--- src/c1ks_pkg.sv ---
// Shared types, constants and functions for the Crypto1 keystream generator.
// Used by c1ks_datapath and crypto1_keystream_generator; depends on nothing else.
`timescale 1ns / 1ps
`default_nettype none

package c1ks_pkg;

  // Register widths.
  localparam int unsigned HalfW = 24;
  localparam int unsigned KeyW  = 48;
  localparam int unsigned DataW = 32;
  localparam int unsigned PosW  = 5;

  // Request type codes.
  typedef enum logic [1:0] {
    REQ_LOAD = 2'd0,
    REQ_BIT  = 2'd1,
    REQ_BYTE = 2'd2,
    REQ_WORD = 2'd3
  } req_e;

  // Configuration register indexes.
  localparam logic [1:0] CFG_KEY       = 2'd0;
  localparam logic [1:0] CFG_TAPS_ODD  = 2'd1;
  localparam logic [1:0] CFG_TAPS_EVEN = 2'd2;

  // Reset values of the tap masks.
  localparam logic [HalfW-1:0] TAPS_ODD_RST  = 24'h29CE5C;
  localparam logic [HalfW-1:0] TAPS_EVEN_RST = 24'h870804;

  // Filter tables: five 4-input functions and a 5-input combiner.
  localparam logic [19:0] FLT_A   = 20'hf22c0;
  localparam logic [19:0] FLT_B   = 20'h6c9c0;
  localparam logic [19:0] FLT_C   = 20'h3c8b0;
  localparam logic [19:0] FLT_D   = 20'h1e458;
  localparam logic [19:0] FLT_E   = 20'h0d938;
  localparam logic [31:0] FLT_OUT = 32'hEC57E80A;
  localparam logic [15:0] PAR_TBL = 16'h6996;

  // Microprogram addresses (sequencer state).
  localparam logic [1:0] UPC_IDLE = 2'd0;
  localparam logic [1:0] UPC_LOAD = 2'd1;
  localparam logic [1:0] UPC_STEP = 2'd2;
  localparam logic [1:0] UPC_DONE = 2'd3;

  // Branch conditions of a control word.
  typedef enum logic [1:0] {
    COND_ALWAYS   = 2'd0,
    COND_DISPATCH = 2'd1,
    COND_COUNT    = 2'd2,
    COND_OUT      = 2'd3
  } cond_e;

  // One control word of the microprogram.
  typedef struct packed {
    logic       load;
    logic       step;
    logic       emit;
    cond_e      cond;
    logic [1:0] next;
  } uop_t;

  // Control group from the sequencer to the datapath.
  typedef struct packed {
    logic            clear;
    logic            load;
    logic            step;
    logic [PosW-1:0] pos;
  } dp_ctrl_t;

  // Microprogram ROM.
  function automatic uop_t uop_rom(input logic [1:0] upc);
    uop_t u;
    u = '{load: 1'b0, step: 1'b0, emit: 1'b0, cond: COND_ALWAYS, next: UPC_IDLE};
    case (upc)
      UPC_IDLE: u = '{load: 1'b0, step: 1'b0, emit: 1'b0, cond: COND_DISPATCH,
                      next: UPC_STEP};
      UPC_LOAD: u = '{load: 1'b1, step: 1'b0, emit: 1'b0, cond: COND_ALWAYS,
                      next: UPC_DONE};
      UPC_STEP: u = '{load: 1'b0, step: 1'b1, emit: 1'b0, cond: COND_COUNT,
                      next: UPC_DONE};
      UPC_DONE: u = '{load: 1'b0, step: 1'b0, emit: 1'b1, cond: COND_OUT,
                      next: UPC_IDLE};
      default:  u = '{load: 1'b0, step: 1'b0, emit: 1'b0, cond: COND_ALWAYS,
                      next: UPC_IDLE};
    endcase
    return u;
  endfunction

  // Nonlinear 20-input filter of the odd half.
  function automatic logic filter20(input logic [HalfW-1:0] x);
    logic [4:0] f;
    f[4] = FLT_A[5'({1'b0, x[3:0]} + 5'd4)];
    f[3] = FLT_B[5'({1'b0, x[7:4]} + 5'd3)];
    f[2] = FLT_C[5'({1'b0, x[11:8]} + 5'd2)];
    f[1] = FLT_D[5'({1'b0, x[15:12]} + 5'd1)];
    f[0] = FLT_E[{1'b0, x[19:16]}];
    return FLT_OUT[f];
  endfunction

  // Parity of a 24-bit word, folded down to a nibble lookup.
  function automatic logic parity24(input logic [HalfW-1:0] x);
    logic [11:0] a;
    logic [5:0]  b;
    logic [3:0]  c;
    a = x[23:12] ^ x[11:0];
    b = a[11:6] ^ a[5:0];
    c = b[3:0] ^ {2'b00, b[5:4]};
    return PAR_TBL[c];
  endfunction

endpackage

`default_nettype wire

--- src/c1ks_datapath.sv ---
// Cipher register halves, filter, feedback and keystream collection.
// Depends on c1ks_pkg; driven by the sequencer in crypto1_keystream_generator.
`timescale 1ns / 1ps
`default_nettype none

module c1ks_datapath (
  input  wire logic                           clk_i,
  input  wire logic                           rst_ni,
  input  wire c1ks_pkg::dp_ctrl_t             ctrl_i,
  input  wire logic [c1ks_pkg::KeyW-1:0]      key_i,
  input  wire logic [c1ks_pkg::HalfW-1:0]     taps_odd_i,
  input  wire logic [c1ks_pkg::HalfW-1:0]     taps_even_i,
  input  wire logic [c1ks_pkg::DataW-1:0]     data_i,
  input  wire logic                           enc_i,
  output logic [c1ks_pkg::DataW-1:0]          keystream_o
);

  logic [c1ks_pkg::HalfW-1:0] odd_q, odd_d;
  logic [c1ks_pkg::HalfW-1:0] even_q, even_d;
  logic [c1ks_pkg::HalfW-1:0] odd_ld, even_ld;
  logic [c1ks_pkg::DataW-1:0] acc_q, acc_d;
  logic                       flt_out;
  logic                       fb_bit;

  // Key bits land in the halves in the interleaved order, bit-reversed within each byte.
  always_comb begin
    for (int k = 0; k < 24; k++) begin
      odd_ld[23-k]  = key_i[6'((46 - 2 * k) ^ 7)];
      even_ld[23-k] = key_i[6'((47 - 2 * k) ^ 7)];
    end
  end

  // One cipher bit: filter the odd half, form feedback, shift and swap.
  assign flt_out = c1ks_pkg::filter20(odd_q);
  assign fb_bit  = (flt_out & enc_i) ^ data_i[ctrl_i.pos]
                 ^ c1ks_pkg::parity24((odd_q & taps_odd_i) ^ (even_q & taps_even_i));

  always_comb begin
    odd_d  = odd_q;
    even_d = even_q;
    acc_d  = acc_q;
    if (ctrl_i.clear) begin
      acc_d = '0;
    end
    if (ctrl_i.load) begin
      odd_d  = odd_ld;
      even_d = even_ld;
    end else if (ctrl_i.step) begin
      odd_d              = {even_q[c1ks_pkg::HalfW-2:0], fb_bit};
      even_d             = odd_q;
      acc_d[ctrl_i.pos]  = flt_out;
    end
  end

  // Cipher state is control state and is cleared by reset.
  always_ff @(posedge clk_i or negedge rst_ni) begin
    if (!rst_ni) begin
      odd_q  <= '0;
      even_q <= '0;
    end else begin
      odd_q  <= odd_d;
      even_q <= even_d;
    end
  end

  // Keystream collector needs no reset.
  always_ff @(posedge clk_i) begin
    acc_q <= acc_d;
  end

  assign keystream_o = acc_q;

endmodule

`default_nettype wire

--- src/crypto1_keystream_generator.sv ---
// Top level: handshakes, configuration registers and the microcoded sequencer.
// Depends on c1ks_pkg and c1ks_datapath.
//
//   channel | direction | handshake              | payload
//   --------+-----------+------------------------+-----------------------------------------
//   in      | input     | in_valid_i / in_stall_o  | req_type_i, data_in_i, encrypted_feedback_i
//   out     | output    | out_valid_o / out_stall_i| keystream_o
//   cfg     | input     | cfg_we_i                 | cfg_index_i, cfg_wdata_i
//
// A request occupies the block for the idle step that takes the transfer, the datapath
// steps (a key load, or one cipher step per bit of a bit, byte or word, one cipher bit per
// cycle), and a final step that loads the output register. The input is stalled until the
// sequencer is back in idle. Reset clears the cipher halves and the key and sets the tap
// masks to their defaults. A held result stalls the sequencer at its final step only, until
// the output register frees up.
`timescale 1ns / 1ps
`default_nettype none

module crypto1_keystream_generator (
  input  wire logic                       clk_i,
  input  wire logic                       rst_ni,
  input  wire logic                       in_valid_i,
  output logic                            in_stall_o,
  input  wire logic [1:0]                 req_type_i,
  input  wire logic [c1ks_pkg::DataW-1:0] data_in_i,
  input  wire logic                       encrypted_feedback_i,
  output logic                            out_valid_o,
  input  wire logic                       out_stall_i,
  output logic [c1ks_pkg::DataW-1:0]      keystream_o,
  input  wire logic                       cfg_we_i,
  input  wire logic [1:0]                 cfg_index_i,
  input  wire logic [c1ks_pkg::KeyW-1:0]  cfg_wdata_i
);

  logic [c1ks_pkg::KeyW-1:0]  key_q;
  logic [c1ks_pkg::HalfW-1:0] taps_odd_q;
  logic [c1ks_pkg::HalfW-1:0] taps_even_q;

  logic [1:0]                 upc_q, upc_d;
  logic [c1ks_pkg::PosW-1:0]  cnt_q, cnt_d;
  logic [c1ks_pkg::PosW-1:0]  cnt_last;
  logic [1:0]                 type_q;
  logic [c1ks_pkg::DataW-1:0] data_q;
  logic                       enc_q;

  logic                       out_valid_q;
  logic [c1ks_pkg::DataW-1:0] keystream_q;
  logic [c1ks_pkg::DataW-1:0] dp_keystream;

  c1ks_pkg::uop_t             uop;
  c1ks_pkg::dp_ctrl_t         dp_ctrl;
  logic                       in_xfer;
  logic                       out_free;

  // Configuration writes.
  always_ff @(posedge clk_i or negedge rst_ni) begin
    if (!rst_ni) begin
      key_q       <= '0;
      taps_odd_q  <= c1ks_pkg::TAPS_ODD_RST;
      taps_even_q <= c1ks_pkg::TAPS_EVEN_RST;
    end else if (cfg_we_i) begin
      case (cfg_index_i)
        c1ks_pkg::CFG_KEY:       key_q       <= cfg_wdata_i;
        c1ks_pkg::CFG_TAPS_ODD:  taps_odd_q  <= cfg_wdata_i[c1ks_pkg::HalfW-1:0];
        c1ks_pkg::CFG_TAPS_EVEN: taps_even_q <= cfg_wdata_i[c1ks_pkg::HalfW-1:0];
        default: ;
      endcase
    end
  end

  // Handshake terms.
  assign in_stall_o = (upc_q != c1ks_pkg::UPC_IDLE);
  assign in_xfer    = in_valid_i && !in_stall_o;
  assign out_free   = !out_valid_q || !out_stall_i;

  // Last bit count of the current request.
  always_comb begin
    case (type_q)
      c1ks_pkg::REQ_WORD: cnt_last = 5'd31;
      c1ks_pkg::REQ_BYTE: cnt_last = 5'd7;
      default:            cnt_last = 5'd0;
    endcase
  end

  // Fetch the control word and pick the next microprogram address.
  assign uop = c1ks_pkg::uop_rom(upc_q);

  always_comb begin
    upc_d = upc_q;
    case (uop.cond)
      c1ks_pkg::COND_ALWAYS: upc_d = uop.next;
      c1ks_pkg::COND_DISPATCH: begin
        if (in_xfer) begin
          upc_d = (req_type_i == c1ks_pkg::REQ_LOAD) ? c1ks_pkg::UPC_LOAD : uop.next;
        end
      end
      c1ks_pkg::COND_COUNT: begin
        if (cnt_q == cnt_last) upc_d = uop.next;
      end
      c1ks_pkg::COND_OUT: begin
        if (out_free) upc_d = uop.next;
      end
      default: upc_d = c1ks_pkg::UPC_IDLE;
    endcase
  end

  // Bit counter runs over the cipher steps of one request.
  always_comb begin
    cnt_d = cnt_q;
    if (in_xfer) begin
      cnt_d = '0;
    end else if (uop.step) begin
      cnt_d = cnt_q + 5'd1;
    end
  end

  // Words go most significant byte first, bits within a byte LSB first.
  always_comb begin
    dp_ctrl.clear = in_xfer;
    dp_ctrl.load  = uop.load;
    dp_ctrl.step  = uop.step;
    if (type_q == c1ks_pkg::REQ_WORD) begin
      dp_ctrl.pos = {~cnt_q[4:3], cnt_q[2:0]};
    end else begin
      dp_ctrl.pos = {2'b00, cnt_q[2:0]};
    end
  end

  always_ff @(posedge clk_i or negedge rst_ni) begin
    if (!rst_ni) begin
      upc_q <= c1ks_pkg::UPC_IDLE;
      cnt_q <= '0;
    end else begin
      upc_q <= upc_d;
      cnt_q <= cnt_d;
    end
  end

  // Request capture on an input transfer.
  always_ff @(posedge clk_i) begin
    if (in_xfer) begin
      type_q <= req_type_i;
      data_q <= data_in_i;
      enc_q  <= encrypted_feedback_i;
    end
  end

  c1ks_datapath u_datapath (
    .clk_i       (clk_i),
    .rst_ni      (rst_ni),
    .ctrl_i      (dp_ctrl),
    .key_i       (key_q),
    .taps_odd_i  (taps_odd_q),
    .taps_even_i (taps_even_q),
    .data_i      (data_q),
    .enc_i       (enc_q),
    .keystream_o (dp_keystream)
  );

  // Output register.
  always_ff @(posedge clk_i or negedge rst_ni) begin
    if (!rst_ni) begin
      out_valid_q <= 1'b0;
    end else if (uop.emit && out_free) begin
      out_valid_q <= 1'b1;
    end else if (!out_stall_i) begin
      out_valid_q <= 1'b0;
    end
  end

  always_ff @(posedge clk_i) begin
    if (uop.emit && out_free) begin
      keystream_q <= dp_keystream;
    end
  end

  assign out_valid_o = out_valid_q;
  assign keystream_o = keystream_q;

  // An accepted request always leaves the idle step.
  a_xfer_busy: assert property (@(posedge clk_i) disable iff (!rst_ni)
    in_xfer |=> (upc_q != c1ks_pkg::UPC_IDLE))
    else $error("sequencer stayed idle after an input transfer");

  // A key load step is always followed by the final step.
  a_load_done: assert property (@(posedge clk_i) disable iff (!rst_ni)
    (upc_q == c1ks_pkg::UPC_LOAD) |=> (upc_q == c1ks_pkg::UPC_DONE))
    else $error("key load did not finish in one cycle");

  // The bit counter never runs past the request length.
  a_cnt_range: assert property (@(posedge clk_i) disable iff (!rst_ni)
    (upc_q == c1ks_pkg::UPC_STEP) |-> (cnt_q <= cnt_last))
    else $error("bit counter overran the request length");

  // A new result only appears out of the final step.
  a_out_src: assert property (@(posedge clk_i) disable iff (!rst_ni)
    $rose(out_valid_q) |-> $past(upc_q == c1ks_pkg::UPC_DONE))
    else $error("result raised outside the final step");

endmodule

`default_nettype wire

--- config.mk ---
export PLATFORM = sky130hd
export DESIGN_NAME = crypto1_keystream_generator
export DESIGN_NICKNAME = d
export VERILOG_FILES = /design/src/c1ks_pkg.sv /design/src/c1ks_datapath.sv /design/src/crypto1_keystream_generator.sv
export SDC_FILE = /design/constraint.sdc
export NUM_CORES = 1
export LEC_CHECK = 0
export ABC_AREA = 1
export BUFFER_PORTS_ARGS = -buffer_cell sky130_fd_sc_hd__buf_2
export CAP_MARGIN = 20
export CORE_AREA = 2 2 162 164
export CTS_CLUSTER_DIAMETER = 100
export CTS_CLUSTER_SIZE = 28
export DETAILED_ROUTE_END_ITERATION = 8
export DIE_AREA = 0 0 164 166
export HOLD_SLACK_MARGIN = 0.15
export PLACE_DENSITY_LB_ADDON = 0.05
export SLEW_MARGIN = 20
export SYNTH_ARGS = -nofsm -noshare
export SYNTH_HDL_FRONTEND = slang
export SYNTH_HIERARCHICAL = 1
export SYNTH_SLANG_ARGS = --single-unit
--- constraint.sdc ---
create_clock -name clk_i -period 5 [get_ports clk_i]
set_clock_uncertainty 0.05 [all_clocks]
set_input_delay 0.25 -clock clk_i [delete_from_list [all_inputs] [get_ports clk_i]]
set_output_delay 0.25 -clock clk_i [all_outputs]
set_load 0.01 [all_outputs]
==> metrics.txt, run 1 <==
# TYPE chip_impl_metric gauge
chip_impl_metric{name="maxSlewViolCount",unit=""} 0
chip_impl_metric{name="power_density_over_the_cells",unit="mW/mm²"} 507
chip_impl_metric{name="grt_antenna_before_repair",unit=""} 0
chip_impl_metric{name="detail_route.drc_violations",unit=""} 0
chip_impl_metric{name="post_synth.cell_area_avg",unit="µm²"} 8.89
chip_impl_metric{name="start_util",unit="%"} 41.5
chip_impl_metric{name="die_width",unit="µm"} 164
chip_impl_metric{name="leakage",unit="nW"} 5.72
chip_impl_metric{name="vias_in_the_first_global_route",unit=""} 7909
chip_impl_metric{name="max_cap_violations",unit=""} 0
chip_impl_info{name="clock_tree_from_tritoncts",value="built"} 1
chip_impl_metric{name="finalSetupViolCount",unit=""} 0
chip_impl_metric{name="insertion_delay",unit="ps"} 500
chip_impl_metric{name="setup_total_negative_slack",unit="ps"} 0
chip_impl_metric{name="finalPower",unit="mW"} 6.35
chip_impl_metric{name="layout_worst_path_cycle_share",unit="%"} 65.5
chip_impl_metric{name="area_growth",unit="%"} 18.0
chip_impl_metric{name="rows",unit=""} 59
chip_impl_info{name="worst_hold_path_type",value="primary input to asynchronous set/reset pin"} 1
chip_impl_info{name="outcome",value="complete, no violations"} 1
chip_impl_metric{name="io_buffer_count",unit=""} 107
chip_impl_info{name="startpoint_type",value="register"} 1
chip_impl_metric{name="pin_count",unit=""} 124
chip_impl_metric{name="postSynthNetCount",unit=""} 1298
chip_impl_metric{name="slew_headroom",unit="%"} 28.2
chip_impl_metric{name="synth_cells",unit=""} 1195
chip_impl_metric{name="layout.nets",unit=""} 1456
chip_impl_info{name="most_common_library_cell_in_the_layout_ignoring_fill_and_taps",value="sky130_fd_sc_hd__nand2_1"} 1
chip_impl_info{name="timing.setup.critical_path_class",value="register to register"} 1
chip_impl_metric{name="clock_buffer_depth",unit=""} 3
chip_impl_metric{name="fillers",unit=""} 2480
chip_impl_metric{name="hpwlAfterDp",unit="µm"} 16900
chip_impl_info{name="most-common-layout-cells",value="sky130_fd_sc_hd__nand2_1 (404), sky130_fd_sc_hd__o21ai_0 (123), sky130_fd_sc_hd__inv_1 (121)"} 1
chip_impl_metric{name="critPathArrivalTime",unit="ps"} 3550
chip_impl_metric{name="hold_violation_count_in_the_final_report",unit=""} 0
chip_impl_metric{name="yosysWarningCount",unit=""} 6
chip_impl_metric{name="cts_sinks",unit=""} 235
chip_impl_metric{name="n_antenna_cell",unit=""} 0
chip_impl_metric{name="final_critical_path_setup_slack",unit="ps"} 1720
chip_impl_metric{name="holdWs",unit="ps"} 353
chip_impl_metric{name="firstDrtPassIters",unit=""} 5
chip_impl_metric{name="drive_gt1_share",unit="%"} 12.4
chip_impl_metric{name="detail_route.wirelength",unit="µm"} 25700
chip_impl_metric{name="placed_cells_incl_taps",unit=""} 1604
chip_impl_info{name="worstPathCellList",value="inv_1 > ha_1 > buf_4 > nor2_8 > inv_2 > nor3_1 > nand2_1 > nand3_1 > o21ai_0"} 1
chip_impl_metric{name="grt_util_all_layers",unit="%"} 19.3
chip_impl_metric{name="layout_min_cycle_time",unit="ps"} 3280
chip_impl_metric{name="clk_pin_slew_worst_paths",unit="ps"} 110
chip_impl_metric{name="cts_max_level",unit=""} 1
chip_impl_metric{name="rr_worst_depth",unit=""} 9
chip_impl_metric{name="floorplan.die.height",unit="µm"} 166
chip_impl_metric{name="detail-route-antenna-nets",unit=""} 0
chip_impl_metric{name="max_stage_delay",unit="ps"} 950
chip_impl_metric{name="post_cts_resize_count",unit=""} 0
chip_impl_metric{name="place_congestion",unit=""} 0.827
chip_impl_metric{name="wl_per_cell",unit="µm"} 15.2
chip_impl_info{name="critical-path-top-delay-family",value="simple AND/OR/NAND/NOR gates"} 1
chip_impl_metric{name="highest_ir_drop_seen_on_vdd",unit="mV"} 0.299
chip_impl_metric{name="cp_max_fo",unit=""} 45
chip_impl_metric{name="grt_overflow_total",unit=""} 0
chip_impl_metric{name="buffers_plus_inverters_on_the_worst_setup_path",unit=""} 3
chip_impl_metric{name="critPathRequiredTime",unit="ps"} 5280
chip_impl_metric{name="post-place-ws",unit="ps"} 1790
chip_impl_metric{name="tritoncts_buffers",unit=""} 12
chip_impl_metric{name="drt_first_iter_violations",unit=""} 612
chip_impl_info{name="grt_setup_unrepaired",value="no"} 1
chip_impl_metric{name="routed-via-count",unit=""} 8275
chip_impl_metric{name="fmax",unit="MHz"} 305
chip_impl_info{name="cts-root-buf",value="sky130_fd_sc_hd__clkbuf_16"} 1
chip_impl_info{name="worst_path_max_delay_cell",value="sky130_fd_sc_hd__nor3_1"} 1
chip_impl_metric{name="area_of_the_core",unit="mm²"} 0.0256
chip_impl_metric{name="grt_first_pass_wirelength",unit="µm"} 42000
chip_impl_metric{name="timing_worst_slew_pin_value",unit="ps"} 1070
chip_impl_metric{name="detail_route.vias_per_cell",unit=""} 4.88
chip_impl_info{name="worst_setup_path_end_kind",value="register"} 1
chip_impl_metric{name="crit_cells",unit=""} 9
chip_impl_metric{name="instances_no_fill",unit=""} 1694
chip_impl_metric{name="syn_area",unit="mm²"} 0.0106
chip_impl_metric{name="die-area",unit="mm²"} 0.0272
chip_impl_metric{name="largest_net_degree_at_the_start_of_global_routing",unit=""} 85
[worst paths after layout]
kind | startpoint | endpoint | slack [ps]
setup reg to reg | upc_q[1] | u_datapath/keystream_o[18] | 1720
hold / removal | rst_ni | u_datapath/odd_q[7] | 350
hold reg to reg | u_datapath/keystream_o[20] | keystream_o[20] | 400
setup / recovery | upc_q[1] | u_datapath/keystream_o[18] | 1720
min in group clk_i | cfg_we_i | taps_odd_q[9] | 390
max in group asynchronous | rst_ni | taps_even_q[14] | 3330
[timing repair]
action,CTS,global route
hold buffers,70,0
endpoints found under the hold margin,194,0
buffers inserted,0,0
[power breakdown]
part	internal, mW	switching [mW]	leakage, nW
Sequential	2.48	0.328	2.58
Clock	0.492	0.627	0.179
Combinational	0.812	1.61	2.96
Total	3.78	2.56	5.72
[per-stage QoR]
stage          util (%)  cell area [µm²]
2_1_floorplan         -            10600
3_3_place_gp       44.6            11400
3_5_place_dp       44.7            11500
4_1_cts            48.9            12500
5_1_grt            48.9            12500
6_report           48.9            12500
[per-layer routing]
layer	up-vias	wire (µm)	global-route usage (%)	part of all wire, %
li1	4212	-	-	-
met2	127	11600	30.3	45
met3	18	775	1.90	3.0
met5	-	0	0	0
met4	0	414	3.47	1.6
met1	3918	12900	29.4	50
[registers in the layout, summed over array words and instances (netlist names), 5 cells and up]
signal / flops
cnt_q: 5
keystream_o: 32
u_datapath/even_q: 24
data_q: 32
u_datapath/keystream_o: 32
taps_even_q: 24
key_q: 32
u_datapath/odd_q: 24
taps_odd_q: 24
[area by class of cell]
| class | instances | area, µm² | area share, % |
|---|---|---|---|
| clock buffer | 17 | 340 | 2.72 |
| clock inverter | 3 | 22.5 | 0.180 |
| inverter | 126 | 473 | 3.78 |
| multi-input combinational | 794 | 3870 | 30.9 |
| sequential | 235 | 6080 | 48.5 |
| tap | 335 | 419 | 3.35 |
| timing repair buffer | 184 | 1320 | 10.6 |
Note: power is estimated with default switching activity, not from simulation.
==> run 2, diff against run 1 <==
==> constraint.sdc (replaced) <==
create_clock -name clk_i -period 3.35 [get_ports clk_i]
set_clock_uncertainty 0.05 [all_clocks]
set_input_delay 0.1675 -clock clk_i [delete_from_list [all_inputs] [get_ports clk_i]]
set_output_delay 0.1675 -clock clk_i [all_outputs]
set_load 0.01 [all_outputs]
==> run 2 against run 1 <==
Clock power is 55% higher. Worst hold slack worse by 75 ps. Register-to-register slack worse by 940 ps. First-iteration DRC count is 17% lower. Clock-buffer cell count is 2 higher. Die area stayed put. Non-clock buffer count is 8 higher. Sequential share of layout area is 0.29 points lower. Global-route usage is 0.30 points lower. Worst setup slack worse by 940 ps. Routed wire length is 0.86% lower.
==> metrics.txt, run 2 (synthesis gave the netlist of run 1 again) <==
# TYPE chip_impl_metric gauge
chip_impl_info{name="outcome",value="complete, no violations"} 1
chip_impl_metric{name="fillers",unit=""} 2423
chip_impl_metric{name="leakage",unit="nW"} 5.77
chip_impl_metric{name="floorplan.die.height",unit="µm"} 166
chip_impl_metric{name="max_stage_delay",unit="ps"} 710
chip_impl_metric{name="postPlaceCellArea",unit="mm²"} 0.0115
chip_impl_metric{name="slew_headroom",unit="%"} 43.6
chip_impl_metric{name="grt_util_all_layers",unit="%"} 19.0
chip_impl_metric{name="clock_buffer_depth",unit=""} 3
chip_impl_metric{name="maxSlewViolCount",unit=""} 0
chip_impl_metric{name="critPathArrivalTime",unit="ps"} 2910
chip_impl_metric{name="detail_route.wirelength",unit="µm"} 25500
chip_impl_info{name="cts-root-buf",value="sky130_fd_sc_hd__clkbuf_16"} 1
chip_impl_metric{name="timing_worst_slew_pin_value",unit="ps"} 845
chip_impl_metric{name="rrSetupSlack",unit="ps"} 780
chip_impl_info{name="most-common-layout-cells",value="sky130_fd_sc_hd__nand2_1 (404), sky130_fd_sc_hd__o21ai_0 (123), sky130_fd_sc_hd__inv_1 (121)"} 1
chip_impl_metric{name="buffers_plus_inverters_on_the_worst_setup_path",unit=""} 3
chip_impl_metric{name="seq_power_share",unit="%"} 43.3
chip_impl_metric{name="n_antenna_cell",unit=""} 0
chip_impl_info{name="timing.setup.critical_path_class",value="register to register"} 1
chip_impl_metric{name="post_cts_resize_count",unit=""} 0
chip_impl_metric{name="drt_first_iter_violations",unit=""} 511
chip_impl_metric{name="die-area",unit="mm²"} 0.0272
chip_impl_metric{name="power_frac_comb",unit="%"} 38.5
chip_impl_metric{name="area_growth",unit="%"} 18.7
chip_impl_metric{name="multi_input_area",unit="mm²"} 0.00386
chip_impl_metric{name="detail_route.vias_per_cell",unit=""} 4.84
chip_impl_metric{name="detail-route-antenna-nets",unit=""} 0
chip_impl_metric{name="grt_first_pass_wirelength",unit="µm"} 41200
chip_impl_metric{name="area_of_the_core",unit="mm²"} 0.0256
chip_impl_metric{name="layout_worst_path_cycle_share",unit="%"} 76.6
chip_impl_metric{name="finalPower",unit="mW"} 9.56
chip_impl_metric{name="rows",unit=""} 59
chip_impl_metric{name="cts_max_level",unit=""} 1
chip_impl_metric{name="post-route-util",unit="%"} 49.2
chip_impl_metric{name="highest_ir_drop_seen_on_vdd",unit="mV"} 0.413
chip_impl_metric{name="power_density_over_the_cells",unit="mW/mm²"} 758
chip_impl_metric{name="hpwlAfterDp",unit="µm"} 17000
chip_impl_metric{name="layout.nets",unit=""} 1464
chip_impl_metric{name="max_cap_violations",unit=""} 0
chip_impl_info{name="critical-path-top-delay-family",value="simple AND/OR/NAND/NOR gates"} 1
chip_impl_metric{name="place_congestion",unit=""} 0.816
chip_impl_metric{name="cellInternalPower",unit="mW"} 5.75
chip_impl_info{name="startpoint_type",value="register"} 1
chip_impl_metric{name="detail_route.drc_violations",unit=""} 0
chip_impl_info{name="most_common_library_cell_in_the_layout_ignoring_fill_and_taps",value="sky130_fd_sc_hd__nand2_1"} 1
chip_impl_info{name="grt_setup_unrepaired",value="no"} 1
chip_impl_metric{name="pin_count",unit=""} 124
chip_impl_metric{name="drive_gt1_share",unit="%"} 12.9
chip_impl_metric{name="post-place-ws",unit="ps"} 804
chip_impl_metric{name="routed-via-count",unit=""} 8236
chip_impl_info{name="worst_hold_path_type",value="primary input to register"} 1
chip_impl_metric{name="firstDrtPassIters",unit=""} 5
chip_impl_metric{name="clk_pin_slew_worst_paths",unit="ps"} 120
chip_impl_metric{name="setup_total_negative_slack",unit="ps"} 0
chip_impl_metric{name="finalSetupViolCount",unit=""} 0
chip_impl_metric{name="grt_overflow_total",unit=""} 0
chip_impl_metric{name="switching_power",unit="mW"} 3.81
chip_impl_info{name="worst_path_max_delay_cell",value="sky130_fd_sc_hd__nor2_1"} 1
chip_impl_metric{name="layout_min_cycle_time",unit="ps"} 2570
chip_impl_metric{name="vias_in_the_first_global_route",unit=""} 7705
chip_impl_info{name="worstPathCellList",value="inv_1 > ha_1 > nor2_1 > clkinv_1 > buf_4 > o221ai_1"} 1
chip_impl_metric{name="wl_per_cell",unit="µm"} 15.0
chip_impl_info{name="worst_setup_path_end_kind",value="register"} 1
chip_impl_metric{name="insertion_delay",unit="ps"} 490
chip_impl_metric{name="post-route-cell-area",unit="mm²"} 0.0126
chip_impl_metric{name="power.clock.fraction",unit="%"} 18.2
chip_impl_metric{name="critPathRequiredTime",unit="ps"} 3690
chip_impl_metric{name="io_buffer_count",unit=""} 107
chip_impl_metric{name="cts_sinks",unit=""} 235
chip_impl_metric{name="fmax",unit="MHz"} 389
chip_impl_metric{name="ff_latch_area",unit="mm²"} 0.00608
chip_impl_info{name="clock_tree_from_tritoncts",value="built"} 1
chip_impl_metric{name="final_critical_path_setup_slack",unit="ps"} 783
chip_impl_metric{name="die_width",unit="µm"} 164
chip_impl_metric{name="setup_buffers_after_cts",unit=""} 0
chip_impl_metric{name="cp_max_fo",unit=""} 42
chip_impl_metric{name="hold_violation_count_in_the_final_report",unit=""} 0
chip_impl_metric{name="start_util",unit="%"} 41.5
chip_impl_metric{name="tritoncts_buffers",unit=""} 12
chip_impl_metric{name="power.switching_fraction",unit="%"} 39.8
chip_impl_metric{name="ctsHoldBuffers",unit=""} 70
chip_impl_metric{name="grt_antenna_before_repair",unit=""} 0
chip_impl_metric{name="largest_net_degree_at_the_start_of_global_routing",unit=""} 90
run 2: routing by layer:
layer,GRT usage [%],part of all wire (%),routed length [µm]
met1,29.1,51,12900
met4,4.46,2.1,529
met2,28.7,44,11100
met3,2.57,3.6,911
met5,0,0,0
run 2: worst paths after layout:
| kind | start | endpoint | depth (start not counted) |
|---|---|---|---|
| setup reg to reg | upc_q[1] | u_datapath/even_q[3] | 6 |
| max in group asynchronous | rst_ni | taps_odd_q[14] | 3 |
| min in group asynchronous | rst_ni | taps_odd_q[18] | 2 |
| hold / removal | cfg_index_i[1] | taps_even_q[11] | 5 |
| setup / recovery | upc_q[1] | u_datapath/even_q[3] | 6 |
| hold reg to reg | u_datapath/keystream_o[0] | keystream_o[0] | 0 |
run 2: through the flow:
step	instances	hold slack, ps
floorplan	1195	-178
detailed placement	1612	273
finish	1702	278
global placement	1612	279
global route	1702	315
CTS	1702	264
run 2: final cells by class:
type                            count  area share [%]
Timing Repair Buffer              192            10.8
Sequential cell                   235            48.2
Clock buffer                       19            3.10
Tap cell                          335            3.33
Clock inverter                      1          0.0893
Inverter                          126            3.75
Multi-Input combinational cell    794            30.7
run 2: power groups by stage:
| stage | registers (mW) | logic [mW] | clock network, mW |
|---|---|---|---|
| final | 4.14 | 3.68 | 1.74 |
| after global routing | 4.23 | 4.20 | 1.92 |
| after CTS | 4.15 | 3.71 | 1.82 |
| after detailed placement | 4.20 | 3.63 | 0 |
| after global placement | 4.20 | 3.60 | 0 |
| after floorplan | 4.12 | 2.55 | 0 |
run 2: tightest hold or removal path, cell delays in order:
cell	delay, ps
sky130_fd_sc_hd__buf_2	110
sky130_fd_sc_hd__nand3_2	70
sky130_fd_sc_hd__buf_4	290
sky130_fd_sc_hd__nand2_1	110
sky130_fd_sc_hd__o21ai_0	70
==> run 3, diff against run 2 <==
==> constraint.sdc (replaced) <==
create_clock -name clk_i -period 2.3 [get_ports clk_i]
set_clock_uncertainty 0.05 [all_clocks]
set_input_delay 0.115 -clock clk_i [delete_from_list [all_inputs] [get_ports clk_i]]
set_output_delay 0.115 -clock clk_i [all_outputs]
set_load 0.01 [all_outputs]
==> run 3 against run 2 <==
Sequential power is 44% higher. Worst hold slack got worse by 120 ps. Core utilization is 1.1 points higher. Clock-buffer cell count fell by 1. Die area unchanged. Maximum frequency rose by 23%. Register-to-register slack got worse by 580 ps. Non-clock buffer count rose by 24. Highest routed layer unchanged. Global-route usage up 0.16 points.
==> metrics.txt, run 3 (synthesis gave the netlist of run 1 again) <==
# TYPE chip_impl_metric gauge
chip_impl_metric{name="instances_no_fill",unit=""} 1726
chip_impl_metric{name="seq_power_share",unit="%"} 41.8
chip_impl_metric{name="die-area",unit="mm²"} 0.0272
chip_impl_info{name="critical_path.most_common_cell",value="sky130_fd_sc_hd__nand2_1"} 1
chip_impl_metric{name="vias_in_the_first_global_route",unit=""} 8019
chip_impl_metric{name="timing_worst_slew_pin_value",unit="ps"} 627
chip_impl_metric{name="post-route-util",unit="%"} 50.3
chip_impl_metric{name="max_stage_delay",unit="ps"} 460
chip_impl_info{name="most-common-layout-cells",value="sky130_fd_sc_hd__nand2_1 (403), sky130_fd_sc_hd__o21ai_0 (122), sky130_fd_sc_hd__inv_1 (119)"} 1
chip_impl_metric{name="detail_route.vias_per_cell",unit=""} 4.82
chip_impl_metric{name="final_critical_path_setup_slack",unit="ps"} 207
chip_impl_info{name="worst_hold_path_type",value="primary input to register"} 1
chip_impl_metric{name="layout_worst_path_cycle_share",unit="%"} 91.0
chip_impl_metric{name="insertion_delay",unit="ps"} 490
chip_impl_metric{name="rr_worst_depth",unit=""} 17
chip_impl_metric{name="fillers",unit=""} 2481
chip_impl_metric{name="hold_violation_count_in_the_final_report",unit=""} 0
chip_impl_info{name="cts-root-buf",value="sky130_fd_sc_hd__clkbuf_16"} 1
chip_impl_metric{name="place_congestion",unit=""} 0.778
chip_impl_info{name="most_common_library_cell_in_the_layout_ignoring_fill_and_taps",value="sky130_fd_sc_hd__nand2_1"} 1
chip_impl_metric{name="post-route-cell-area",unit="mm²"} 0.0129
chip_impl_metric{name="detail_route.wirelength",unit="µm"} 25600
chip_impl_metric{name="clock_buffer_depth",unit=""} 3
chip_impl_metric{name="pin_count",unit=""} 124
chip_impl_metric{name="largest_net_degree_at_the_start_of_global_routing",unit=""} 58
chip_impl_metric{name="grt_overflow_total",unit=""} 0
chip_impl_info{name="startpoint_type",value="register"} 1
chip_impl_metric{name="cts_sinks",unit=""} 235
chip_impl_metric{name="start_util",unit="%"} 41.5
chip_impl_metric{name="drt_first_iter_violations",unit=""} 525
chip_impl_metric{name="critPathArrivalTime",unit="ps"} 2420
chip_impl_metric{name="area_growth",unit="%"} 21.4
chip_impl_metric{name="postPlaceCellArea",unit="mm²"} 0.0117
chip_impl_metric{name="holdWs",unit="ps"} 157
chip_impl_metric{name="switching_power",unit="mW"} 5.65
chip_impl_metric{name="detail_route.drc_violations",unit=""} 0
chip_impl_metric{name="power.switching_fraction",unit="%"} 39.5
chip_impl_metric{name="drive_gt1_share",unit="%"} 15.2
chip_impl_metric{name="cts_max_level",unit=""} 1
chip_impl_info{name="worstPathCellList",value="ha_1 > o21ai_0 > nand2_1 > nand2_1 > nand2_1 > nand2_1 > nand2_1 > nand2_1 > nand3_1 > nand3_1 > nand2_1 > nand2_1 > inv_1 > nand2_1 > nand2_1 > nand2_1 > nand2_1"} 1
chip_impl_metric{name="routed-via-count",unit=""} 8323
chip_impl_metric{name="grt_util_all_layers",unit="%"} 19.2
chip_impl_metric{name="post-place-ws",unit="ps"} 82.1
chip_impl_metric{name="clk_pin_slew_worst_paths",unit="ps"} 110
chip_impl_metric{name="grt_first_pass_wirelength",unit="µm"} 41900
chip_impl_metric{name="n_antenna_cell",unit=""} 0
chip_impl_metric{name="detail-route-antenna-nets",unit=""} 0
chip_impl_metric{name="firstDrtPassIters",unit=""} 5
chip_impl_metric{name="cp_max_fo",unit=""} 4
chip_impl_info{name="outcome",value="complete, no violations"} 1
chip_impl_metric{name="layout.nets",unit=""} 1488
chip_impl_metric{name="floorplan.die.height",unit="µm"} 166
chip_impl_metric{name="tritoncts_buffers",unit=""} 12
chip_impl_info{name="worst_path_max_delay_cell",value="sky130_fd_sc_hd__dfrtp_2"} 1
chip_impl_metric{name="rrSetupSlack",unit="ps"} 210
chip_impl_metric{name="highest_ir_drop_seen_on_vdd",unit="mV"} 0.553
chip_impl_metric{name="max_cap_violations",unit=""} 0
chip_impl_metric{name="maxSlewViolCount",unit=""} 0
chip_impl_info{name="clock_tree_from_tritoncts",value="built"} 1
chip_impl_info{name="hold-path-endpoint",value="taps_even_q[4]"} 1
chip_impl_metric{name="fmax",unit="MHz"} 478
chip_impl_metric{name="setup_total_negative_slack",unit="ps"} 0
chip_impl_metric{name="area_of_the_core",unit="mm²"} 0.0256
chip_impl_metric{name="rows",unit=""} 59
chip_impl_metric{name="hpwlAfterDp",unit="µm"} 17500
chip_impl_metric{name="critPathRequiredTime",unit="ps"} 2630
chip_impl_metric{name="leakage",unit="nW"} 5.90
chip_impl_metric{name="slew_headroom",unit="%"} 58.2
chip_impl_metric{name="wl_per_cell",unit="µm"} 14.8
chip_impl_metric{name="power_frac_comb",unit="%"} 40.9
chip_impl_metric{name="io_buffer_count",unit=""} 107
chip_impl_metric{name="layout_min_cycle_time",unit="ps"} 2090
chip_impl_metric{name="cellInternalPower",unit="mW"} 8.65
chip_impl_metric{name="hold_path_depth",unit=""} 3
chip_impl_metric{name="power.clock.fraction",unit="%"} 17.3
chip_impl_info{name="worst_setup_path_end_kind",value="register"} 1
chip_impl_metric{name="die_width",unit="µm"} 164
chip_impl_info{name="timing.setup.critical_path_class",value="register to register"} 1
chip_impl_info{name="reg2reg_to",value="u_datapath/odd_q[0]"} 1
chip_impl_metric{name="finalPower",unit="mW"} 14.3
chip_impl_info{name="crit-reg2reg-launch",value="u_datapath/odd_q[16]"} 1
chip_impl_metric{name="grt_antenna_before_repair",unit=""} 0
chip_impl_metric{name="finalSetupViolCount",unit=""} 0
chip_impl_metric{name="placed_cells_incl_taps",unit=""} 1631
chip_impl_info{name="min_from",value="cfg_index_i[1]"} 1
chip_impl_metric{name="power_density_over_the_cells",unit="mW/mm²"} 1110
-- run 3: cell count changes in the layout (fill, tap and decap cells not counted), moves of 2 or more --
cell / before / now
sky130_fd_sc_hd__buf_4: 14 / 30
sky130_fd_sc_hd__nor3_1: 14 / 8
sky130_fd_sc_hd__nor3_2: 2 / 8
sky130_fd_sc_hd__buf_12: 1 / 6
sky130_fd_sc_hd__dlygate4sd3_1: 70 / 73
sky130_fd_sc_hd__inv_1: 121 / 119
-- run 3: layer usage --
| layer | vias up | share of wire [%] | GRT usage (%) |
|---|---|---|---|
| li1 | 4268 | - | - |
| met1 | 3906 | 50 | 28.8 |
| met2 | 131 | 46 | 30.7 |
| met3 | 18 | 3.3 | 2.12 |
| met4 | 0 | 1.2 | 2.75 |
| met5 | - | 0 | 0 |
-- run 3: critical path: cells and delay by family (launching register included) --
kind,cells,cell delay (ps)
and+or+nand+nor,14,990
adders and majority gates,1,300
buffers and inverters,1,40
AOI/OAI and AO/OA,1,140
DFF,1,460
-- run 3: worst max-delay path by stage --
| stage | start | to | slack (ps) | depth (start not counted) |
|---|---|---|---|---|
| after floorplan | upc_q[0] | u_datapath/keystream_o[0] | 110 | 8 |
| after global placement | type_q[1] | u_datapath/odd_q[0] | 110 | 17 |
| after detailed placement | type_q[1] | u_datapath/odd_q[0] | 80 | 17 |
| after CTS | type_q[1] | u_datapath/odd_q[0] | 70 | 17 |
| after global routing | cnt_q[4] | u_datapath/odd_q[0] | -4 | 18 |
| final | u_datapath/odd_q[16] | u_datapath/odd_q[0] | 210 | 17 |
-- run 3: power by group through the flow --
stage,registers (mW),clock network [mW],logic [mW]
detailed placement,6.07,0,5.72
finish,5.97,2.47,5.85
floorplan,6.00,0,3.72
global placement,6.05,0,5.65
global route,6.11,2.71,6.64
CTS,5.98,2.56,5.83
-- run 3: cell type report --
type	count	area, µm²	share of cell area [%]
flip-flops and latches	235	6080	47.2
multi-input cells	794	3920	30.4
repair buffers	216	1620	12.5
inverters	126	477	3.70
well taps	335	419	3.25
clock buffers	18	365	2.83
clock inverters	2	13.8	0.107
-- run 3: repair_timing --
item | 4_1_cts | 5_1_grt
gates resized for setup | 0 | 14
endpoints found under the hold margin | 245 | 0
hold buffers | 73 | 0
setup endpoints to repair | 0 | 9
setup buffers | 0 | 2
